===== src/rtl/core/cfu_pkg.sv =====
// types and constants shared by the csv field unquoter
package cfu_pkg;

    localparam int unsigned ByteW = 8;

    localparam logic [ByteW-1:0] CharCr    = 8'h0D;
    localparam logic [ByteW-1:0] CharLf    = 8'h0A;
    localparam logic [ByteW-1:0] CharQuote = 8'h22;
    localparam logic [ByteW-1:0] SepReset  = 8'h2C;

    typedef struct packed {
        logic [ByteW-1:0] text_byte;
        logic             last_byte;
    } t_item;

    typedef struct packed {
        logic [ByteW-1:0] data_byte;
        logic             data_valid;
        logic             field_end;
        logic             record_end;
    } t_result;

endpackage


===== src/rtl/core/cfu_if.sv =====
// valid/ready channel interfaces for text bytes and tokenized results
interface cfu_in_if
    import cfu_pkg::*;
();
    logic             valid;
    logic             ready;
    logic [ByteW-1:0] text_byte;
    logic             last_byte;

    modport source (output valid, output text_byte, output last_byte, input ready);
    modport sink (input valid, input text_byte, input last_byte, output ready);
endinterface

interface cfu_out_if
    import cfu_pkg::*;
();
    logic             valid;
    logic             ready;
    logic [ByteW-1:0] data_byte;
    logic             data_valid;
    logic             field_end;
    logic             record_end;

    modport source (output valid, output data_byte, output data_valid,
                    output field_end, output record_end, input ready);
    modport sink (input valid, input data_byte, input data_valid,
                  input field_end, input record_end, output ready);
endinterface


===== src/rtl/core/cfu_in_stage.sv =====
// input register holding one text byte request
module cfu_in_stage
    import cfu_pkg::*;
(
    input  logic  i_clk,
    input  logic  i_rst_n,
    input  logic  i_valid,
    output logic  o_ready,
    input  t_item i_item,
    output logic  o_valid,
    input  logic  i_ready,
    output t_item o_item
);

    logic  r_valid;
    t_item r_item;

    assign o_ready = !r_valid || i_ready;
    assign o_valid = r_valid;
    assign o_item  = r_item;

    always_ff @(posedge i_clk) begin
        if (!i_rst_n) begin
            r_valid <= 1'b0;
        end else if (o_ready) begin
            r_valid <= i_valid;
        end
    end

    always_ff @(posedge i_clk) begin
        if (o_ready && i_valid) begin
            r_item <= i_item;
        end
    end

endmodule


===== src/rtl/core/cfu_step.sv =====
// quote, separator and terminator decode with the parser state flags
module cfu_step
    import cfu_pkg::*;
(
    input  logic             i_clk,
    input  logic             i_rst_n,
    input  logic [ByteW-1:0] i_sep,
    input  logic             i_advance,
    input  t_item            i_item,
    output t_result          o_result
);

    logic r_in_quoted;
    logic r_quote_pending;
    logic r_after_term;
    logic n_in_quoted;
    logic n_quote_pending;
    logic n_after_term;

    logic             is_quote;
    logic             is_term;
    logic             quoted_eff;
    logic             dropped_term;
    logic             valid;
    logic [ByteW-1:0] data;
    logic             fend;
    logic             rend;

    assign is_quote = (i_item.text_byte == CharQuote);
    assign is_term  = (i_item.text_byte == CharCr) || (i_item.text_byte == CharLf);

    always_comb begin
        n_in_quoted     = r_in_quoted;
        n_quote_pending = 1'b0;
        n_after_term    = r_after_term;
        dropped_term    = 1'b0;
        valid           = 1'b0;
        data            = '0;
        fend            = 1'b0;
        rend            = 1'b0;
        // a pending quote that is not doubled was a lone mode toggle
        quoted_eff      = r_quote_pending ? !r_in_quoted : r_in_quoted;

        if (r_quote_pending && is_quote) begin
            valid        = 1'b1;
            data         = CharQuote;
            n_after_term = 1'b0;
        end else begin
            n_in_quoted = quoted_eff;
            if (is_quote) begin
                n_quote_pending = 1'b1;
                n_after_term    = 1'b0;
            end else if (is_term && !quoted_eff) begin
                if (r_after_term) begin
                    dropped_term = 1'b1;
                end else begin
                    fend         = 1'b1;
                    rend         = 1'b1;
                    n_after_term = 1'b1;
                end
            end else if ((i_item.text_byte == i_sep) && !quoted_eff) begin
                fend         = 1'b1;
                n_after_term = 1'b0;
            end else begin
                valid        = 1'b1;
                data         = i_item.text_byte;
                n_after_term = 1'b0;
            end
        end

        // end of buffer closes everything and starts over
        if (i_item.last_byte) begin
            if (!dropped_term) begin
                fend = 1'b1;
                rend = 1'b1;
            end
            n_in_quoted     = 1'b0;
            n_quote_pending = 1'b0;
            n_after_term    = 1'b1;
        end
    end

    assign o_result.data_byte  = data;
    assign o_result.data_valid = valid;
    assign o_result.field_end  = fend;
    assign o_result.record_end = rend;

    always_ff @(posedge i_clk) begin
        if (!i_rst_n) begin
            r_in_quoted     <= 1'b0;
            r_quote_pending <= 1'b0;
            r_after_term    <= 1'b1;
        end else if (i_advance) begin
            r_in_quoted     <= n_in_quoted;
            r_quote_pending <= n_quote_pending;
            r_after_term    <= n_after_term;
        end
    end

endmodule


===== src/rtl/core/cfu_out_stage.sv =====
// result register in front of the output channel
module cfu_out_stage
    import cfu_pkg::*;
(
    input  logic    i_clk,
    input  logic    i_rst_n,
    input  logic    i_valid,
    output logic    o_ready,
    input  t_result i_result,
    output logic    o_valid,
    input  logic    i_ready,
    output t_result o_result
);

    logic    r_valid;
    t_result r_result;

    assign o_ready  = !r_valid || i_ready;
    assign o_valid  = r_valid;
    assign o_result = r_result;

    always_ff @(posedge i_clk) begin
        if (!i_rst_n) begin
            r_valid <= 1'b0;
        end else if (o_ready) begin
            r_valid <= i_valid;
        end
    end

    always_ff @(posedge i_clk) begin
        if (o_ready && i_valid) begin
            r_result <= i_result;
        end
    end

endmodule


===== src/rtl/core/csv_field_unquoter_core.sv =====
// csv field unquoter top level
// i_req carries one byte of csv text per request with a last_byte flag that
// marks the end of a buffer. o_res returns exactly one result per request:
// the unquoted content byte with data_valid, plus field_end and record_end.
// a request takes two register stages: the input register feeds the decode,
// whose result lands in the output register that drives o_res.
// one request is taken every cycle while the receiver keeps up; the single
// decode pass per byte sets that figure.
// when o_res stalls, both stages hold and i_req.ready drops once they fill.
// i_cfg_we writes the separator byte (reset value comma); write it only
// while no request is in flight. reset empties both stages and puts the
// parser outside quotes at the start of a record. after a last byte the
// parser returns to that same state for the next buffer.
module csv_field_unquoter_core
    import cfu_pkg::*;
(
    input  logic             i_clk,
    input  logic             i_rst_n,
    input  logic             i_cfg_we,
    input  logic [ByteW-1:0] i_cfg_data,
    cfu_in_if.sink           i_req,
    cfu_out_if.source        o_res
);

    logic [ByteW-1:0] r_sep;
    t_item            req_item;
    t_item            s1_item;
    logic             s1_valid;
    logic             s2_ready;
    t_result          s1_result;
    t_result          res_out;

    always_ff @(posedge i_clk) begin
        if (!i_rst_n) begin
            r_sep <= SepReset;
        end else if (i_cfg_we) begin
            r_sep <= i_cfg_data;
        end
    end

    assign req_item.text_byte = i_req.text_byte;
    assign req_item.last_byte = i_req.last_byte;

    cfu_in_stage u_in_stage (
        .i_clk   (i_clk),
        .i_rst_n (i_rst_n),
        .i_valid (i_req.valid),
        .o_ready (i_req.ready),
        .i_item  (req_item),
        .o_valid (s1_valid),
        .i_ready (s2_ready),
        .o_item  (s1_item)
    );

    cfu_step u_step (
        .i_clk     (i_clk),
        .i_rst_n   (i_rst_n),
        .i_sep     (r_sep),
        .i_advance (s1_valid && s2_ready),
        .i_item    (s1_item),
        .o_result  (s1_result)
    );

    cfu_out_stage u_out_stage (
        .i_clk    (i_clk),
        .i_rst_n  (i_rst_n),
        .i_valid  (s1_valid),
        .o_ready  (s2_ready),
        .i_result (s1_result),
        .o_valid  (o_res.valid),
        .i_ready  (o_res.ready),
        .o_result (res_out)
    );

    assign o_res.data_byte  = res_out.data_byte;
    assign o_res.data_valid = res_out.data_valid;
    assign o_res.field_end  = res_out.field_end;
    assign o_res.record_end = res_out.record_end;

endmodule


===== src/flat_wrapper.sv =====
// flat-port wrapper written by rule: the top's interface ports become plain ports
module csv_field_unquoter_core_flat import cfu_pkg::*;
  (i_clk, i_rst_n, i_cfg_we, i_cfg_data, i_req_valid, i_req_text_byte, i_req_last_byte, i_req_ready, o_res_valid, o_res_data_byte, o_res_data_valid, o_res_field_end, o_res_record_end, o_res_ready);
  cfu_in_if i_req_i ();
  cfu_out_if o_res_i ();
  input  logic i_clk;
  input  logic i_rst_n;
  input  logic i_cfg_we;
  input  logic [ByteW-1:0] i_cfg_data;
  input wire logic [$bits(i_req_i.valid)-1:0] i_req_valid;
  input wire logic [$bits(i_req_i.text_byte)-1:0] i_req_text_byte;
  input wire logic [$bits(i_req_i.last_byte)-1:0] i_req_last_byte;
  output wire logic [$bits(i_req_i.ready)-1:0] i_req_ready;
  output wire logic [$bits(o_res_i.valid)-1:0] o_res_valid;
  output wire logic [$bits(o_res_i.data_byte)-1:0] o_res_data_byte;
  output wire logic [$bits(o_res_i.data_valid)-1:0] o_res_data_valid;
  output wire logic [$bits(o_res_i.field_end)-1:0] o_res_field_end;
  output wire logic [$bits(o_res_i.record_end)-1:0] o_res_record_end;
  input wire logic [$bits(o_res_i.ready)-1:0] o_res_ready;
  assign i_req_i.valid = i_req_valid;
  assign i_req_i.text_byte = i_req_text_byte;
  assign i_req_i.last_byte = i_req_last_byte;
  assign i_req_ready = i_req_i.ready;
  assign o_res_valid = o_res_i.valid;
  assign o_res_data_byte = o_res_i.data_byte;
  assign o_res_data_valid = o_res_i.data_valid;
  assign o_res_field_end = o_res_i.field_end;
  assign o_res_record_end = o_res_i.record_end;
  assign o_res_i.ready = o_res_ready;
  csv_field_unquoter_core u_core (.i_clk(i_clk), .i_rst_n(i_rst_n), .i_cfg_we(i_cfg_we), .i_cfg_data(i_cfg_data), .i_req(i_req_i), .o_res(o_res_i));
endmodule

===== config.mk =====
export PLATFORM = sky130hd
export DESIGN_NAME = csv_field_unquoter_core_flat
export DESIGN_NICKNAME = d
export VERILOG_FILES = /design/src/rtl/core/cfu_pkg.sv /design/src/rtl/core/cfu_if.sv /design/src/rtl/core/cfu_in_stage.sv /design/src/rtl/core/cfu_step.sv /design/src/rtl/core/cfu_out_stage.sv /design/src/rtl/core/csv_field_unquoter_core.sv /design/src/flat_wrapper.sv
export SDC_FILE = /design/constraint.sdc
export NUM_CORES = 1
export LEC_CHECK = 0
export ABC_AREA = 1
export BUFFER_PORTS_ARGS = -buffer_cell sky130_fd_sc_hd__buf_2
export CAP_MARGIN = 20
export CORE_MARGIN = 3
export CORE_UTILIZATION = 45
export DETAILED_ROUTE_END_ITERATION = 10
export PLACE_DENSITY = 0.69
export SYNTH_ARGS = -nofsm -noshare
export SYNTH_HDL_FRONTEND = slang
export SYNTH_SLANG_ARGS = --single-unit

===== constraint.sdc =====
create_clock -name i_clk -period 2.8 [get_ports i_clk]
set_input_delay 0.56 -clock i_clk [delete_from_list [all_inputs] [get_ports i_clk]]
set_output_delay 0.56 -clock i_clk [all_outputs]
set_load 0.02 [all_outputs]

# Word level (Yosys, flattened, before mapping)

Cells that the tools add are included.

Bits in registers: 33
Bits in latches: 0
Bits in writable memories: 0
Bits in read-only memories: 0
Bits of input ports: 22
Output and inout bits: 13
Logic and storage cells: 64
Memories kept: 0

Add/subtract/negate cells: 0
Multipliers: 0
Divide/modulo/power cells: 0
$lt $le $gt $ge: 0
Eq/ne operators: 5
Shift-type cells: 0
Mux-type cells: 32
Bitwise gates (word level): 0
Reduce and logical (&&, ||, !) cells: 14

Operator list:

| cell                                                 | number |
|---|---|
| two-way mux 1 bit                                    | 29 |
| two-way mux 6 bit                                    | 3 |
| equality test 8 x 4 -> 1 bit (second input constant) | 2 |
| equality test 8 x 6 -> 1 bit (second input constant) | 1 |
| equality test 8 bit                                  | 1 |
| logical AND 1 bit                                    | 5 |
| logical NOT 1 bit                                    | 4 |
| OR reduction 4 bit                                   | 1 |
| logical OR 1 bit                                     | 3 |
| != test 2 x 1 -> 1 bit (second input constant)       | 1 |
| AND reduction 2 bit                                  | 1 |

# Logic depth before layout (Yosys ltp)

Word-level depth: 10
Gate-level depth with buffers: 9
Depth with buffers taken out: 9

# Hierarchy

From an unflattened synthesis, not the netlist that was laid out.

Cells, all modules: 169
Area, all modules: 1,542.7 sq um

Modules (own cells, without submodules):

| module                  | instances | cells an instance | area each (sq um) | seq. area each (sq um) |
|---|---|---|---|---|
| cfu_step                | 1         | 88                | 520.5             | 60.1 |
| cfu_out_stage           | 1         | 18                | 381.6             | 350.3 |
| cfu_in_stage            | 1         | 16                | 321.6             | 290.3 |
| csv_field_unquoter_core | 1         | 47                | 319.1             | 160.2 |

# Least setup slack after synthesis

OpenSTA, ideal clock, no wires.

Path kind: in2reg
Start point: in o_res_ready
End point: reg u_core.u_step.r_in_quoted
Setup time: 0.113 ns
Arrival: 1.344 ns
Data required time: 2.687 ns
Setup slack: 1.343 ns
Stages: 9
Buffers on the path: 0
Path through: inv_1 > nand2_1 > nand2_1 > inv_1 > o21ai_2 > inv_1 > nand2_1 > nand3_1 > nor2_1

Word-level cells in the longest chain between the ends: 3

Ends and longest elaborated chain:

| item                          | RTL line                      | text |
|---|---|---|
| from (decl)                   | flat_wrapper.sv:19            | `input wire logic [$bits(o_res_i.ready)-1:0] o_res_ready;` |
| logical OR 1 bit              | cfu_out_stage.sv:18           | `assign o_ready = !r_valid \|\| i_ready;` |
| logical AND 1 bit             | csv_field_unquoter_core.sv:59 | `.i_advance (s1_valid && s2_ready),` |
| net u_core.u_step.i_advance   | cfu_step.sv:8                 | `input logic i_advance,` |
| AND reduction 2 bit (no line) | -                             |  |
| to (signal assigned)          | cfu_step.sv:94                | `r_in_quoted <= n_in_quoted;` |
| to (decl)                     | cfu_step.sv:13                | `logic r_in_quoted;` |

The timed path passes the listed nets, and every way through them passes these cells.
A chain may end at the register's enable or synchronous reset.

# Worst setup path after layout

Start point: reg u_core.u_out_stage.r_valid, in the netlist u_core.u_out_stage.o_valid
End point: out i_req_ready

Word-level cells in the longest chain between the ends: 3

Ends and longest elaborated chain:

| item                   | RTL line            | text |
|---|---|---|
| from (decl)            | cfu_out_stage.sv:15 | `logic r_valid;` |
| from (signal assigned) | cfu_out_stage.sv:26 | `r_valid <= i_valid;` |
| logical NOT 1 bit      | cfu_out_stage.sv:18 |  |
| logical OR 1 bit       | cfu_out_stage.sv:18 |  |
| logical OR 1 bit       | cfu_in_stage.sv:18  | `assign o_ready = !r_valid \|\| i_ready;` |
| to (decl)              | flat_wrapper.sv:13  | `output wire logic [$bits(i_req_i.ready)-1:0] i_req_ready;` |

Every way passes these cells.

==> reports/results.ini <==
[final_layout]
final_cells=232
syn_to_final_growth_pct=19.4
multi_input_area_um2=474
layout.nets=211
drive_gt1_share_pct=28.9
n_antenna_cell=0
seq_area_um2=861
n_fill_cell=274

[clock_network]
root_buffer=clkbuf_4
post-cts-setup-buffer-count=0
clockBufferDepth=2
clkSinkCount=33
numCtsBuffers=5
cts-htree-levels=2
post_cts_resized=0
ctsHoldBuffers=0
clk_latency_ns=0.33
cts.clk_slew.worst_paths_ns=0.09
cts_tree=done

[global_routing]
grt_max_degree=16
grt-ovfl-total=0
grt_use_total_pct=14.6
antenna_found_initial=0
grt_pass1_wl_mm=4.38
grt_pass1_vias=1023

[yosys]
ys.flop_type=edfxtp_1
synthCells=149
synth-seq-area-share_pct=60.5
synthesis.area_mm2=0.00142
syn-mean-instance-area_um2=9.55
synth_edf_count=20
syn-num-nets=171
yosys-top-cells-count=31 x nand2_1, 20 x edfxtp_1, 19 x inv_1
synth-async-reset-ratio_pct=0
synth.distinct_cells=23
synth_area_leaders=edfxtp_1 42%, dfxtp_1 18%, nand2_1 8.2%, inv_1 5.0%, nor2_1 4.7%
yosysTopAreaCellShare_pct=42.2
ys_ff_latch=33
yosys.area.top_type=edfxtp_1
synth_most_common_cell=nand2_1
yosysWarningCount=0

[detailed_routing]
vias=1080
routedWlPerCell_um=11.1
drt-total-wl_mm=2.57
drc=0
via_per_inst=4.66
drt_first_pass_iters=4
drt_iter0_drc=29
ant_nets=0

[setup_path]
startpoint_type=flip-flop
worst-r2r-setup-slack_ns=1.32
critPathMaxFanout=3
critPathLaunch=u_core.u_out_stage.o_valid
regToRegStartpoint=u_core.u_in_stage.o_item[7]
rr_endpoint=u_core.u_out_stage.o_result[8]
r2r_cells=6
endpoint=i_req_ready
critPathRequiredTime_ns=2.24
critPathKind=reg -> out
endpoint_kind=output port
critical_path_arrival_ns=1.00

[floorplanning]
die_h_um=62.2
pin_count=35
initial_utilization_pct=49.5
core_area_mm2=0.00288
die_area_mm2=0.00387
dieWidth_um=62.2
row_count=19

[status]
status=finished, final reports clean

[sta]
worst_slew_pin_slew_ns=0.510
fmax_mhz=642
rsz0062_at_grt=no
hold_violations=0
fin_crit_sh_pct=55.6
tns_ns=0
slew_viol_final=0
max_slew_margin_pct=66.0
finalSetupViolCount=0
finalClockSkew_ns=0.00474
final.min_clock_period_ns=1.56

[run]
drv_cap=0

[power]
cellPowerDensity_mw_per_mm2=550
ir_drop_mv=0.401
leakage_nw=0.769
power.total_w=0.000935

[hold_path]
min_path_type=in -> reg

[placed_design]
place_hpwl_mm=1.98
port_buffers=34
gp_congestion=0.814
dp_cells=224

## worst max-delay path, cell delays in order (launching register included)
cell,delay [ns]
dfxtp_1,0.36
nand3_1,0.12
buf_2,0.18
## cells in the final DEF (no fill, tap or decap), types with 3 or more instances in the layout
cell	count
buf_2	34
nand2_1	31
edfxtp_1	20
inv_1	19
nor2_1	18
dfxtp_1	13
a21oi_1	10
nand3_1	6
o21ai_0	6
clkbuf_4	5
nand2_2	4
xnor2_1	3
## metrics by stage
step                      setup WS (ns)  instance area (um^2)  util (%)  hold WS, ns
final                              1.24                  1700      59.1        0.393
after global routing               1.14                  1700      59.1        0.363
after CTS                          1.23                  1700      59.1        0.375
after detailed placement           1.11                  1640      57.0        0.467
after global placement             1.18                  1640      57.0        0.458
after floorplan                    1.34                  1420         -        0.441
## cell families after synthesis
logic type      synth area share (%)
buf+inv                         6.16
xor+xnor                        3.08
compound gates                  7.21
flops                           60.5
simple gates                    23.0
## sequential cells by signal (all words and copies together), names as in the netlist
signal and flops:
u_core.u_in_stage.o_item 9, u_core.u_out_stage.o_valid 1, u_core.u_in_stage.o_valid 1, u_core.u_step.r_in_quoted 1, u_core.u_out_stage.o_result 11, u_core.u_step.r_after_term 1
u_core.u_step.r_quote_pending 1, u_core.r_sep 8
## cell type report
class,count,area share (%)
tap,42,3.09
sequential,33,50.7
multi-input combinational,93,27.9
inverter,22,4.86
timing repair buffer,34,10.0
clock buffer,8,3.46
## metal layers
metal | vias to the layer above | global-route usage (%) | wire length, um
li1 | 564 | - | -
met1 | 480 | 15.5 | 1090
met2 | 29 | 24.3 | 1230
met3 | 7 | 6.13 | 185
met4 | 0 | 8.29 | 63
met5 | - | 0 | 0
## power by group
group	switching, W	internal [W]	leakage (nW)	total [W]
logic	0.0000595	0.0000384	0.441	0.0000979
clock network	0.000152	0.000124	0.0326	0.000276
registers	0.0000168	0.000544	0.296	0.000561
## how the worst min path moves through the flow
stage	startpoint	end	slack (ns)	cells after the start
6_report	i_req_text_byte[5]	u_core.u_in_stage.o_item[6]	0.39	1
3_3_place_gp	u_core.r_sep[7]	u_core.r_sep[7]	0.46	2
5_1_grt	i_req_text_byte[1]	u_core.u_in_stage.o_item[2]	0.36	1
2_1_floorplan	u_core.u_step.r_after_term	u_core.u_step.r_after_term	0.44	2
3_5_place_dp	u_core.r_sep[7]	u_core.r_sep[7]	0.47	2
4_1_cts	i_req_text_byte[4]	u_core.u_in_stage.o_item[5]	0.38	1
Note: power is estimated with default switching activity, not from simulation.
